[src/sv/tcgp_pkg.sv]
`timescale 1ns / 1ps
`default_nettype none
// ----------------------------------------------------------------------------
// tcgp_pkg
// Shared types and constants of the two-color gradient pixel block.
// ----------------------------------------------------------------------------
package tcgp_pkg;

   localparam int MAX_DIM_DEFAULT = 4096;

   localparam int NUM_W = 15;   // divider numerator
   localparam int DEN_W = 14;   // divider denominator
   localparam int T_W   = 17;   // gradient position, 16 fraction bits
   localparam int SQ_W  = 34;   // sum of squared axis distances

   localparam logic [T_W-1:0] ONE_FX = 17'h10000;

   typedef enum logic [2:0] {
      KIND_HORIZ    = 3'd0,
      KIND_VERT     = 3'd1,
      KIND_DIAG     = 3'd2,
      KIND_XDIAG    = 3'd3,
      KIND_PIPE     = 3'd4,
      KIND_ELLIPTIC = 3'd5,
      KIND_RECT     = 3'd6,
      KIND_PYRAMID  = 3'd7
   } kind_type;

   typedef enum logic [2:0] {
      REG_WIDTH     = 3'd0,
      REG_HEIGHT    = 3'd1,
      REG_START     = 3'd2,
      REG_END       = 3'd3,
      REG_KIND      = 3'd4,
      REG_INTERLACE = 3'd5
   } reg_index_type;

endpackage
`default_nettype wire

[src/sv/tcgp_div.sv]
`timescale 1ns / 1ps
`default_nettype none
// ----------------------------------------------------------------------------
// tcgp_div
// Pipelined fraction divider: num*65536/den truncated, saturated to 1.0.
// One quotient bit per step stage after the input stage, 17 register stages.
// ----------------------------------------------------------------------------
module tcgp_div (
   input  wire logic                        clock,
   input  wire logic                        advance,
   input  wire logic [tcgp_pkg::NUM_W-1:0]  num_in,
   input  wire logic [tcgp_pkg::DEN_W-1:0]  den_in,
   output logic      [tcgp_pkg::T_W-1:0]    quot
);
   localparam int DW    = tcgp_pkg::DEN_W;
   localparam int STEPS = tcgp_pkg::T_W - 1;

   logic [DW-1:0] rem_ff [STEPS+1];
   logic [DW-1:0] den_ff [STEPS+1];
   logic [STEPS-1:0] q_ff [STEPS+1];
   logic          sat_ff [STEPS+1];

   // num >= den saturates at 1.0, otherwise num fits the remainder
   logic          sat_in;
   assign sat_in = {1'b0, num_in} >= {2'b00, den_in};

   always_ff @(posedge clock) begin
      if (advance) begin
         sat_ff[0] <= sat_in;
         rem_ff[0] <= sat_in ? '0 : num_in[DW-1:0];
         den_ff[0] <= den_in;
         q_ff[0]   <= '0;
      end
   end

   for (genvar i = 0; i < STEPS; i++) begin : g_step
      logic [DW:0]   rem2;
      logic          ge;
      logic [DW-1:0] rem_in;
      always_comb begin
         rem2   = {rem_ff[i], 1'b0};
         ge     = rem2 >= {1'b0, den_ff[i]};
         rem_in = ge ? DW'(rem2 - {1'b0, den_ff[i]}) : rem2[DW-1:0];
      end
      always_ff @(posedge clock) begin
         if (advance) begin
            rem_ff[i+1] <= rem_in;
            den_ff[i+1] <= den_ff[i];
            q_ff[i+1]   <= {q_ff[i][STEPS-2:0], ge};
            sat_ff[i+1] <= sat_ff[i];
         end
      end
   end

   assign quot = sat_ff[STEPS] ? tcgp_pkg::ONE_FX : {1'b0, q_ff[STEPS]};

endmodule
`default_nettype wire

[config.mk]
export PLATFORM = sky130hd
export DESIGN_NAME = tcgp_div
export DESIGN_NICKNAME = d
export VERILOG_FILES = /design/src/sv/tcgp_pkg.sv /design/src/sv/tcgp_div.sv
export SDC_FILE = /design/constraint.sdc
export NUM_CORES = 1
export LEC_CHECK = 0
export BUFFER_PORTS_ARGS = -buffer_cell sky130_fd_sc_hd__buf_2
export CAP_MARGIN = 20
export CORE_MARGIN = 2
export CORE_UTILIZATION = 55
export CTS_CLUSTER_SIZE = 10
export DETAILED_ROUTE_END_ITERATION = 12
export PLACE_DENSITY = 0.76
export SETUP_SLACK_MARGIN = 0.2
export SYNTH_ARGS = -nofsm -noshare
export SYNTH_HDL_FRONTEND = slang
export SYNTH_SLANG_ARGS = --single-unit
[constraint.sdc]
create_clock -name clock -period 3.7 [get_ports clock]
set_clock_uncertainty 0.1 [all_clocks]
set_input_delay 0.74 -clock clock [delete_from_list [all_inputs] [get_ports clock]]
set_output_delay 0.74 -clock clock [all_outputs]
set_load 0.01 [all_outputs]
==> metrics.md <==
| Metric | Value |
|---|---|
| Start of the worst register-to-register path | rem_ff[0][86] |
| Pwr Density | 796 nW/um^2 |
| Initial antenna violation count | 0 |
| Number of gates resized after CTS | 0 |
| Final worst-path cycle share | 82.7% |
| Gate count after technology mapping | 2,500 |
| Largest area contributor in the synthesized netlist | sky130_fd_sc_hd__edfxtp_1 |
| Pint | 18.2 mW |
| Final worst path period need | 3060 ps |
| Setup violators final | 0 |
| Syn-to-layout area delta | 10.0% |
| Most common cell in the synthesized netlist | sky130_fd_sc_hd__edfxtp_1 |
| Maximum capacitance violations | 0 |
| Sequential cell area fraction in the yosys report | 57.4% |
| Post-route setup slack | 640 ps |
| WHS | 235 ps |
| Outcome | finished, final reports clean |
| Final weighted congestion in routability-driven placement | 0.904 |
| Count of input and output buffers | 47 |
| Worst hold path class | input pin to register |
| DIE WIDTH | 243 um |
| Hold buffers post-CTS | 0 |
| Yosys top cell area share | 57.4% |
| Type of the worst setup path | register to register |
| Max Transition Viols Final | 0 |
| Post-DP HPWL | 43.0 mm |
| DIE HEIGHT | 243 um |
| Maximum level of the CTS H-tree | 3 |
| Floorplan row count | 87 |
| Critical Path Sink Type | register |
| Worst skew pair latency | 600 ps |
| Post-DR vias/cell | 5.70 |
| Routed Antenna Nets | 0 |
| Top cell family by delay on the critical path | compound AO/OA/AOI/OAI gates |
| Share of power burned in the clock network | 21.8% |
| Layout Nets | 2,895 |
| TritonCTS clock tree | built |
| Sw frac | 33.7% |
| Clk buf depth | 3 |
| Final antenna diode count | 0 |
| Start point of the critical path | rem_ff[0][86] |
| Final-layout setup total negative slack | 0 ps |
| Nets in the synthesized netlist | 2,783 |
| Clock-pin transition on the worst setup and hold timing paths | 50 ps |
| Post-CTS Setup Bufs | 0 |
| Part of the total power dissipated in combinational logic | 39.5% |
| Leak pwr | 14.0 nW |
| Sequential share of power | 38.7% |
| Highest-delay cell along the critical path | sky130_fd_sc_hd__o31ai_4 |
| CP Data Arrival Time | 3290 ps |
| First-pass GRT wire length | 98.7 mm |
| Pre-CTS WS | 673 ps |
| Leading post-synthesis cells by cell area | sky130_fd_sc_hd__edfxtp_1 (57%), sky130_fd_sc_hd__ha_1 (9.4%), sky130_fd_sc_hd__inv_1 (3.4%) |
| Initial core utilization | 55.6% |
| Highest clock rate | 0.327 GHz |
| Number of vias in the routed layout | 19,304 |
| Highest fanout seen on the critical path | 14 |
| Worst Min Path Start | den_in[13] |
| Slew at the pin closest to its max-slew limit | 738 ps |
| Most common library cells after synthesis | sky130_fd_sc_hd__edfxtp_1 (601), sky130_fd_sc_hd__inv_1 (287), sky130_fd_sc_hd__ha_1 (237) |
| I/O pin cnt | 48 |
| Final routed wire length divided by cell count | 17.7 um |
| Fraction of synthesis flops using an asynchronous set or reset pin | 0% |
| Cells along the critical path | ha_1, nand3_1, o21bai_1, and2_1, o21ai_1, a21oi_2, o31ai_4, mux2_2 |
| Netlist area before placement | 31,400 um^2 |
| Non-filler cells in the finished layout | 3,384 |
| Post-synthesis cell type count | 74 |
| Unrepaired setup endpoints after global routing | false |
| Primary flip-flop cell chosen by synthesis mapping | sky130_fd_sc_hd__edfxtp_1 |
| DRC errors left | 0 |
| Core area | 56,500 um^2 |
| Largest net degree at the start of global routing | 84 |
| CP Launch Type | register |
| Layout cells sized above 1 | 10.1% |
| Floorplan die area | 59,100 um^2 |
| First drt pass iteration count | 7 |
| Placed Cells | 3,295 |
| Critical path required time | 3930 ps |
| Net switching power of the design | 9.28 mW |
| Number of synthesized flops with an enable pin | 601 |
| Root cell of the clock tree | sky130_fd_sc_hd__clkbuf_16 |
| Per-instance average area after synthesis | 12.6 um^2 |
| WL final | 60.0 mm |
| Total number of yosys warnings | 0 |
| CTS sink count | 601 |
| End-of-flow core utilization | 61.2% |
| Initial DRC count | 1,356 |
| Total gr overflow | 0 |
| Number of buffers added by the clock tree synthesis step | 71 |
| Number of global-route vias before repair | 19,571 |
| Global router's overall resource usage | 20.5% |
| CP max stage delay | 620 ps |
| Number of buffers and inverters on the critical path | 0 |
| Endpoints failing hold | 0 |
| Worst supply voltage drop on vdd | 0.000382 V |
| Synthesis-stage register bit count | 601 |
| Worst slew margin relative to its limit | 50.8% |
==> power groups by stage <==
stage          combinational (mW)  sequential [mW]  clock, mW
2_1_floorplan                8.67             10.3          0
3_3_place_gp                 10.2             10.7          0
3_5_place_dp                 10.7             10.8          0
4_1_cts                      10.8             10.7       6.13
5_1_grt                      12.1             10.8       6.40
6_report                     10.9             10.6       6.00
==> path summary, 6_finish.rpt <==
kind	slack, ps	to	cells past startpoint
max	640	rem_ff[0][100]	8
min	230	den_ff[0][13]	1
max reg2reg	640	rem_ff[0][100]	8
min reg2reg	310	q_ff[1][41]	0
==> flip-flops by register name (all words and copies together) (netlist names) <==
signal,cells
q_ff,136
den_ff,224
rem_ff,224
sat_ff,17
==> layout by cell type, fill, tap and decap left out, types with 15 or more instances in the layout <==
cell type                     n
sky130_fd_sc_hd__a211oi_1    20
sky130_fd_sc_hd__a21o_1      78
sky130_fd_sc_hd__a21oi_1    185
sky130_fd_sc_hd__and2_1      24
sky130_fd_sc_hd__buf_2       46
sky130_fd_sc_hd__clkbuf_16   71
sky130_fd_sc_hd__edfxtp_1   601
sky130_fd_sc_hd__fa_1        15
sky130_fd_sc_hd__ha_1       237
sky130_fd_sc_hd__inv_1      287
sky130_fd_sc_hd__mux2_1      28
sky130_fd_sc_hd__mux2_2      72
sky130_fd_sc_hd__nand2_1    113
sky130_fd_sc_hd__nand2b_1    33
sky130_fd_sc_hd__nand3_1     32
sky130_fd_sc_hd__nand4_1     15
sky130_fd_sc_hd__nor2_1     118
sky130_fd_sc_hd__nor2b_1     40
sky130_fd_sc_hd__nor3_1      21
sky130_fd_sc_hd__o21a_1      32
sky130_fd_sc_hd__o21ai_0    137
sky130_fd_sc_hd__o21bai_1    25
sky130_fd_sc_hd__xnor2_1     71
sky130_fd_sc_hd__xor2_1      73
==> area by class of cell <==
type / instances / area [um^2]
inverter: 287 / 1080
multi-input combinational: 1584 / 12100
tap: 756 / 946
fill: 4204 / 21900
sequential: 601 / 18000
clock buffer: 78 / 1800
clock inverter: 11 / 114
timing repair buffer: 67 / 470
==> per-layer routing <==
layer	GRT usage [%]	up-vias	share of wire, %
li1	-	9415	-
met1	26.6	9336	44
met2	35.7	431	50
met3	3.23	122	4.2
met4	6.06	0	2.2
met5	0	-	0
==> through the flow <==
stage	instance area (um^2)	total power, mW
after global placement	32700	20.9
after floorplan	31400	19.0
final	34600	27.5
after global routing	34600	29.3
after CTS	34600	27.6
after detailed placement	32700	21.4
==> cells by family (layout without fill, tap and decap cells) <==
group                    after synthesis  after routing  synth area share (%)
AO/OA/AOI/OAI                        601            601                  12.3
XOR/XNOR                             144            144                  4.01
adder cells (fa/ha/maj)              252            252                  10.4
buffers and inverters                315            443                  4.03
flip-flops                           601            601                  57.4
multiplexers                         117            117                  4.35
AND/OR/NAND/NOR                      470            470                  7.47
Power figures use the tool's default switching activity.
