<file path="src/sv/tcgp_pkg.sv">
`timescale 1ns / 1ps
`default_nettype none
// ----------------------------------------------------------------------------
// tcgp_pkg
// Shared types and constants of the two-color gradient pixel block.
// ----------------------------------------------------------------------------
package tcgp_pkg;

   localparam int MAX_DIM_DEFAULT = 4096;

   localparam int NUM_W = 15;   // divider numerator
   localparam int DEN_W = 14;   // divider denominator
   localparam int T_W   = 17;   // gradient position, 16 fraction bits
   localparam int SQ_W  = 34;   // sum of squared axis distances

   localparam logic [T_W-1:0] ONE_FX = 17'h10000;

   typedef enum logic [2:0] {
      KIND_HORIZ    = 3'd0,
      KIND_VERT     = 3'd1,
      KIND_DIAG     = 3'd2,
      KIND_XDIAG    = 3'd3,
      KIND_PIPE     = 3'd4,
      KIND_ELLIPTIC = 3'd5,
      KIND_RECT     = 3'd6,
      KIND_PYRAMID  = 3'd7
   } kind_type;

   typedef enum logic [2:0] {
      REG_WIDTH     = 3'd0,
      REG_HEIGHT    = 3'd1,
      REG_START     = 3'd2,
      REG_END       = 3'd3,
      REG_KIND      = 3'd4,
      REG_INTERLACE = 3'd5
   } reg_index_type;

endpackage
`default_nettype wire

</file>
<file path="src/sv/tcgp_sqrt.sv">
`timescale 1ns / 1ps
`default_nettype none
// ----------------------------------------------------------------------------
// tcgp_sqrt
// Pipelined integer square root, two radicand bits per stage, 17 stages.
// ----------------------------------------------------------------------------
module tcgp_sqrt (
   input  wire logic                       clock,
   input  wire logic                       advance,
   input  wire logic [tcgp_pkg::SQ_W-1:0]  rad_in,
   output logic      [tcgp_pkg::T_W-1:0]   root
);
   localparam int SW    = tcgp_pkg::SQ_W;
   localparam int RW    = tcgp_pkg::T_W;
   localparam int STEPS = SW / 2;
   localparam int MW    = RW + 3;

   logic [SW-1:0] rad_ff  [STEPS];
   logic [MW-1:0] rem_ff  [STEPS];
   logic [RW-1:0] root_ff [STEPS];

   for (genvar k = 0; k < STEPS; k++) begin : g_step
      logic [SW-1:0] rad_cur;
      logic [MW-1:0] rem_cur;
      logic [RW-1:0] root_cur;
      logic [MW-1:0] rem_w;
      logic [RW+1:0] trial;
      logic          ge;
      always_comb begin
         if (k == 0) begin
            rad_cur  = rad_in;
            rem_cur  = '0;
            root_cur = '0;
         end else begin
            rad_cur  = rad_ff[(k == 0) ? 0 : k-1];
            rem_cur  = rem_ff[(k == 0) ? 0 : k-1];
            root_cur = root_ff[(k == 0) ? 0 : k-1];
         end
         rem_w = {rem_cur[MW-3:0], rad_cur[SW-1:SW-2]};
         trial = {root_cur, 2'b01};
         ge    = rem_w >= {1'b0, trial};
      end
      always_ff @(posedge clock) begin
         if (advance) begin
            rad_ff[k]  <= {rad_cur[SW-3:0], 2'b00};
            rem_ff[k]  <= ge ? MW'(rem_w - {1'b0, trial}) : rem_w;
            root_ff[k] <= {root_cur[RW-2:0], ge};
         end
      end
   end

   assign root = root_ff[STEPS-1];

endmodule
`default_nettype wire

</file>
<file path="config.mk">
export PLATFORM = sky130hd
export DESIGN_NAME = tcgp_sqrt
export DESIGN_NICKNAME = d
export VERILOG_FILES = /design/src/sv/tcgp_pkg.sv /design/src/sv/tcgp_sqrt.sv
export SDC_FILE = /design/constraint.sdc
export NUM_CORES = 1
export LEC_CHECK = 0
export BUFFER_PORTS_ARGS = -buffer_cell sky130_fd_sc_hd__buf_2
export CORE_ASPECT_RATIO = 1.1
export CORE_MARGIN = 5
export CORE_UTILIZATION = 65
export CTS_CLUSTER_DIAMETER = 150
export DETAILED_ROUTE_END_ITERATION = 8
export PLACE_DENSITY = 0.9
export SLEW_MARGIN = 10
export SYNTH_ARGS = -nofsm -noshare
export SYNTH_HDL_FRONTEND = slang
export SYNTH_SLANG_ARGS = --single-unit
export TNS_END_PERCENT = 30
</file>
<file path="constraint.sdc">
create_clock -name clock -period 5.2 [get_ports clock]
set_input_delay 1.04 -clock clock [delete_from_list [all_inputs] [get_ports clock]]
set_output_delay 1.04 -clock clock [all_outputs]
set_load 0.03 [all_outputs]
</file>
==> results of run 1 <==
## critical path: stages (launching register included)
cell and delay [ns]:
edfxtp_1 0.40, inv_1 0.09, ha_1 0.28, nor2b_1 0.17, o311ai_1 0.41, a31o_2 0.25, a21oi_1 0.09, and3b_1 0.87
inv_1 0.17, mux2_2 0.33
## state kept, by name, summed over array words and instances, names as in the netlist
signal / flops
rad_ff: 272
rem_ff: 268
root_ff: 153
## metal layers
metal / part of all wire (%) / track usage [%] / vias up
met3: 5.2 / 3.15 / 157
met2: 52 / 40.4 / 700
met4: 3.6 / 9.48 / 0
li1: - / - / 9182
met1: 39 / 27.4 / 9415
met5: 0 / 0 / -
## worst paths after layout
check	endpoint	cells past startpoint
setup / recovery	rem_ff[0][274]	9
hold / removal	rad_ff[0][318]	0
hold reg to reg	rad_ff[0][318]	0
setup reg to reg	rem_ff[0][274]	9
## synth_stat cells, types with 7 or more instances
library cell	n
or2_2	13
or4_1	9
o21a_1	43
a31o_2	7
clkbuf_1	15
xor2_1	88
o211ai_1	15
a21o_1	35
buf_2	14
nand2b_1	20
nand3_1	37
ha_1	171
o21ai_1	15
a21boi_0	7
nor3_1	55
a21oi_1	142
nand4_1	25
o22ai_1	7
inv_1	214
nor2b_1	32
nand2_1	155
nand4b_1	13
a31oi_1	8
mux2_2	21
xnor2_1	104
edfxtp_1	693
nor2_1	169
nand3b_1	12
nor4_1	29
o21ai_0	119
o31ai_1	15
or3_1	26
## kinds of logic (layout without fill, tap and decap cells)
| family | after synthesis | count (layout) | synth area share, % |
|---|---|---|---|
| flops | 693 | 693 | 65.0 |
| simple gates | 625 | 625 | 9.71 |
| compound gates | 477 | 477 | 9.38 |
| buf+inv | 254 | 403 | 3.13 |
| xor+xnor | 192 | 192 | 5.25 |
| fa+ha+maj | 171 | 171 | 6.68 |
| mux | 23 | 23 | 0.801 |
| other cells | 1 | 1 | 0.0117 |
## through the flow
| step | total power, mW | hold slack [ns] | setup slack [ns] | util (%) | cell area (sq um) |
|---|---|---|---|---|---|
| floorplan | 8.94 | 0.400 | 2.68 | - | 32000 |
| global placement | 9.51 | 0.400 | 2.03 | 67.7 | 33000 |
| detailed placement | 9.64 | 0.405 | 1.95 | 67.7 | 33000 |
| CTS | 14.6 | 0.412 | 1.91 | 72.3 | 35300 |
| global route | 15.1 | 0.422 | 1.67 | 72.3 | 35300 |
| finish | 14.5 | 0.411 | 1.87 | 72.3 | 35300 |
## cell type report
type	instances	area [sq um]	area share (%)
Sequential cell	693	20800	59.0
Clock buffer	88	1820	5.16
Inverter	216	811	2.30
Timing Repair Buffer	61	400	1.13
Clock inverter	38	424	1.20
Multi-Input combinational cell	1489	10200	28.9
Tap cell	652	816	2.31
## power breakdown
group          total (mW)  internal, mW  switching (mW)
Combinational        2.32         0.959            1.36
Clock                4.88          2.77            2.11
Sequential           7.29          6.93           0.359
Total                14.5          10.7            3.83
==> run_results.csv, run 1 <==
group,metric,value,unit
synthesis,syn_nets,2643,
global_routing,grt_max_degree,134,
clocking,cts_tree,"built",
finish,area_delta_synth_final,10.2,%
synthesis,synth_edf_count,693,
placement,place.gp.congestion,0.913,
clocking,cts.sinks,693,
timing,finClkSkew,0.0268,ns
synthesis,avgSynthCellArea,13.1,sq um
synthesis,synth_area_leaders,"edfxtp_1 65%, ha_1 6.7%, xnor2_1 2.8%",
finish,final_common_cell,"edfxtp_1",
placement,hpwl,40.7,mm
setup_path,cp_max_fo,28,
clocking,insertion_delay,0.61,ns
die,die_area,53800,sq um
timing,final_hold_viol_count,0,
clocking,clockBufferDepth,3,
drt,avgRoutedWirePerCell,18.8,um
timing,slew-limit-headroom,28.3,%
die,ios,53,
synthesis,synthArstFlopShare,0,%
synthesis,synth_top_cell_by_area,"edfxtp_1",
drt,ant_nets,0,
synthesis,yosysUniqueCellTypes,79,
setup_path,endpoint_kind,"flip-flop",
setup_path,r2r_start,"root_ff[12][0]",
power_and_ir_drop,cellPowerDensity,411,nW/um^2
finish,fillerInstances,2934,
power_and_ir_drop,irDropWorstVdd,0.370,mV
drt,vias,19500,
clocking,cts_hold_buf,0,
setup_path,reg2reg_setup_slack,1.87,ns
job,max_cap_violations,0,
global_routing,grt_pass1_wl,99.5,mm
clocking,cts-buffers-inserted,69,
clocking,post_cts_resized,0,
finish,stdcell_count,3237,
synthesis,ys_ff_latch,693,
timing,tns,0,ns
finish,drive_above_1_share,8.16,%
synthesis,synth_warnings,0,
drt,drtPass1Iterations,6,
synthesis,synth_top_area_share,65.0,%
global_routing,grt_overflow,0,
drt,routed_wl,60.8,mm
placement,port_buffers,52,
placement,place_inst,3111,
drt,drc_errors,0,
worst_hold_path,min_path_type,"reg2reg",
timing,worst_pin_slew,1.06,ns
die,die_y,243,um
setup_path,cp-start-kind,"flip-flop",
synthesis,yosysSeqAreaShare,65.0,%
setup_path,startpoint,"root_ff[12][0]",
finish,fin_nets,2737,
synthesis,ys.flop_type,"edfxtp_1",
timing,period_share,64.0,%
timing,fmax,300,MHz
global_routing,grt_usage,22.5,%
setup_path,worst-setup-path-type,"reg2reg",
drt,initialDrtViolationCount,1990,
clocking,h-tree-depth,3,
clocking,cts-root-buf,"clkbuf_16",
die,die_w,222,um
worst_hold_path,hp-start,"rad_ff[0][284]",
timing,finalSetupViolations,0,
run_status,status,"completed",
clocking,post-cts-setup-buffers,0,
clocking,clkTransAtPathRegs,0.06,ns
timing,period_minus_slack,3.33,ns
power_and_ir_drop,leakage,13.6,nW
finish,most-common-layout-cells,"693 x edfxtp_1, 214 x inv_1, 171 x ha_1",
timing,rsz0062_at_grt,"no",
drt,viasPerCell,6.01,
setup_path,worstPathArrival,3.69,ns
die,core_area,48800,sq um
die,start_util,65.6,%
finish,num_antenna_cells,0,
synthesis,netlist_area,32000,sq um
global_routing,grt_pass1_vias,19800,
setup_path,worstPathRequired,5.56,ns
die,rows,85,
timing,slew_violations,0,
synthesis,synth_cells,2436,
global_routing,antenna_found_initial,0,
No activity file was read; power rests on OpenSTA's default activity.
==> run 2, diff against run 1 <==
--- a/config.mk
+++ b/config.mk
@@ -8,10 +8,10 @@
 export BUFFER_PORTS_ARGS = -buffer_cell sky130_fd_sc_hd__buf_2
 export CORE_ASPECT_RATIO = 1.1
 export CORE_MARGIN = 5
-export CORE_UTILIZATION = 65
+export CORE_UTILIZATION = 57
 export CTS_CLUSTER_DIAMETER = 150
 export DETAILED_ROUTE_END_ITERATION = 8
-export PLACE_DENSITY = 0.9
+export PLACE_DENSITY = 0.84
 export SLEW_MARGIN = 10
 export SYNTH_ARGS = -nofsm -noshare
 export SYNTH_HDL_FRONTEND = slang
==> constraint.sdc (replaced) <==
create_clock -name clock -period 2.75 [get_ports clock]
set_input_delay 0.55 -clock clock [delete_from_list [all_inputs] [get_ports clock]]
set_output_delay 0.55 -clock clock [all_outputs]
set_load 0.03 [all_outputs]
==> run_results.csv, run 2 (synthesis gave the netlist of run 1 again) <==
group,metric,value,unit
setup_path,worst_path_max_delay_cell,"edfxtp_1",
placement,port_buffers,52,
setup_path,r2r_start,"rad_ff[0][318]",
die,die_y,259,um
power_and_ir_drop,netSwitchingPower,7.13,mW
clocking,cts_tree,"built",
drt,routed_wl,59.2,mm
finish,most-common-layout-cells,"693 x edfxtp_1, 213 x inv_1, 167 x nor2_1",
die,core_area,55900,sq um
clocking,clkTransAtPathRegs,0.06,ns
worst_hold_path,min_path_type,"in2reg",
clocking,clockBufferDepth,3,
placement,place_inst,3298,
global_routing,grt_pass1_vias,19800,
power_and_ir_drop,total_power,27.6,mW
drt,initialDrtViolationCount,1122,
power_and_ir_drop,p_comb_share,16.9,%
finish,stdcell_count,3434,
drt,drc_errors,0,
finish,num_antenna_cells,0,
timing,slew-limit-headroom,60.2,%
setup_path,cp_max_fo,14,
setup_path,worst-setup-path-type,"reg2reg",
finish,drive_above_1_share,13.5,%
power_and_ir_drop,irDropWorstVdd,0.574,mV
setup_path,worstPathArrival,3.03,ns
clocking,h-tree-depth,3,
clocking,cts_hold_buf,0,
die,start_util,57.3,%
clocking,cts-root-buf,"clkbuf_16",
timing,fmax,374,MHz
drt,ant_nets,0,
global_routing,grt_usage,19.4,%
finish,reg_top3,"rad_ff (272), rem_ff (268), root_ff (153)",
clocking,insertion_delay,0.61,ns
drt,viasPerCell,5.70,
timing,period_share,97.2,%
clocking,cts.sinks,693,
setup_path,endpoint_kind,"flip-flop",
drt,avgRoutedWirePerCell,17.2,um
die,ios,53,
setup_path,startpoint,"rad_ff[0][318]",
power_and_ir_drop,leakage,14.2,nW
worst_hold_path,hp-start,"rad_in[19]",
global_routing,grt_max_degree,63,
timing,worst_pin_slew,0.598,ns
timing,final_hold_viol_count,0,
die,rows,91,
power_and_ir_drop,cellPowerDensity,755,nW/um^2
run_status,status,"completed",
power_and_ir_drop,p_sw_share,25.8,%
setup_path,worstPathRequired,3.10,ns
setup_path,slowest_delay,0.44,ns
setup_path,cp-start-kind,"flip-flop",
die,die_area,61000,sq um
timing,finClkSkew,0.0185,ns
global_routing,grt_pass1_wl,97.7,mm
finish,final_common_cell,"edfxtp_1",
finish,largest_register_ffs,272,
die,die_w,236,um
setup_path,path_cells,"inv_1 > ha_1 > inv_1 > a21oi_1 > o221ai_1 > a21oi_2 > nand3b_1 > buf_4 > nor2_1 > a21oi_1",
timing,slew_violations,0,
finish,regMostFlops,"rad_ff",
global_routing,antenna_found_initial,0,
timing,rsz0062_at_grt,"yes",
timing,period_minus_slack,2.67,ns
global_routing,grt_overflow,0,
placement,place.gp.congestion,0.892,
clocking,cts-buffers-inserted,70,
drt,vias,19600,
setup_path,cp_top_family,"compound AO/OA/AOI/OAI gates",
power_and_ir_drop,intPower,20.5,mW
job,max_cap_violations,0,
timing,finalSetupViolations,0,
drt,drtPass1Iterations,5,
setup_path,path_buf_inv,3,
finish,area_delta_synth_final,14.3,%
power_and_ir_drop,clkPwrFrac,33.3,%
power_and_ir_drop,seqPwrFrac,49.8,%
placement,hpwl,42.7,mm
finish,fin_nets,2841,
run 2: power by group through the flow:
stage | Combinational, mW | Sequential [mW] | Clock [mW]
after floorplan | 3.17 | 13.7 | 0
after global placement | 4.35 | 13.9 | 0
after detailed placement | 4.49 | 14.0 | 0
after CTS | 4.54 | 13.7 | 9.41
after global routing | 5.18 | 13.9 | 9.90
final | 4.66 | 13.8 | 9.19
run 2: repair_timing:
action / in CTS / in global routing
buffers inserted: 0 / 8
resized for setup: 8 / 50
pin swaps: 1 / 8
setup endpoints to repair: 11 / 104
run 2: path summary, 6_finish.rpt:
path	to	slack, ns	cells after the start
worst max register to register	rem_ff[0][201]	0.08	10
worst min register to register	rad_ff[0][312]	0.40	0
worst min-delay path	rad_ff[0][19]	0.12	1
worst max-delay path	rem_ff[0][201]	0.08	10
run 2: final cells by class:
cell class                 count  area [sq um]
sequential                   693         20800
fill                        3857         19300
multi-input combinational   1489         10500
clock buffer                  80          1790
timing repair buffer         164          1320
tap                          744           931
inverter                     216           811
clock inverter                48           449
run 2: routing by layer:
metal,vias up,part of all wire [%],GRT usage [%],wire (um)
li1,9408,-,-,-
met1,9456,40,23.2,23500
met2,537,53,35.4,31100
met3,163,4.1,2.94,2420
met4,0,3.6,7.56,2110
met5,-,0,0,0
run 2: stage by stage:
step                      TNS (ns)  utilization [%]  cell area [sq um]  setup slack (ns)  hold slack [ns]
after CTS                        0             64.9              36300           0.00820           0.0782
after detailed placement    -0.182             60.9              34000            -0.131            0.405
after floorplan                  0                -              32000             0.228            0.400
final                            0             65.4              36600            0.0783            0.120
after global placement     -0.0228             60.9              34000           -0.0228            0.400
after global routing        -0.173             65.4              36600           -0.0237           0.0816
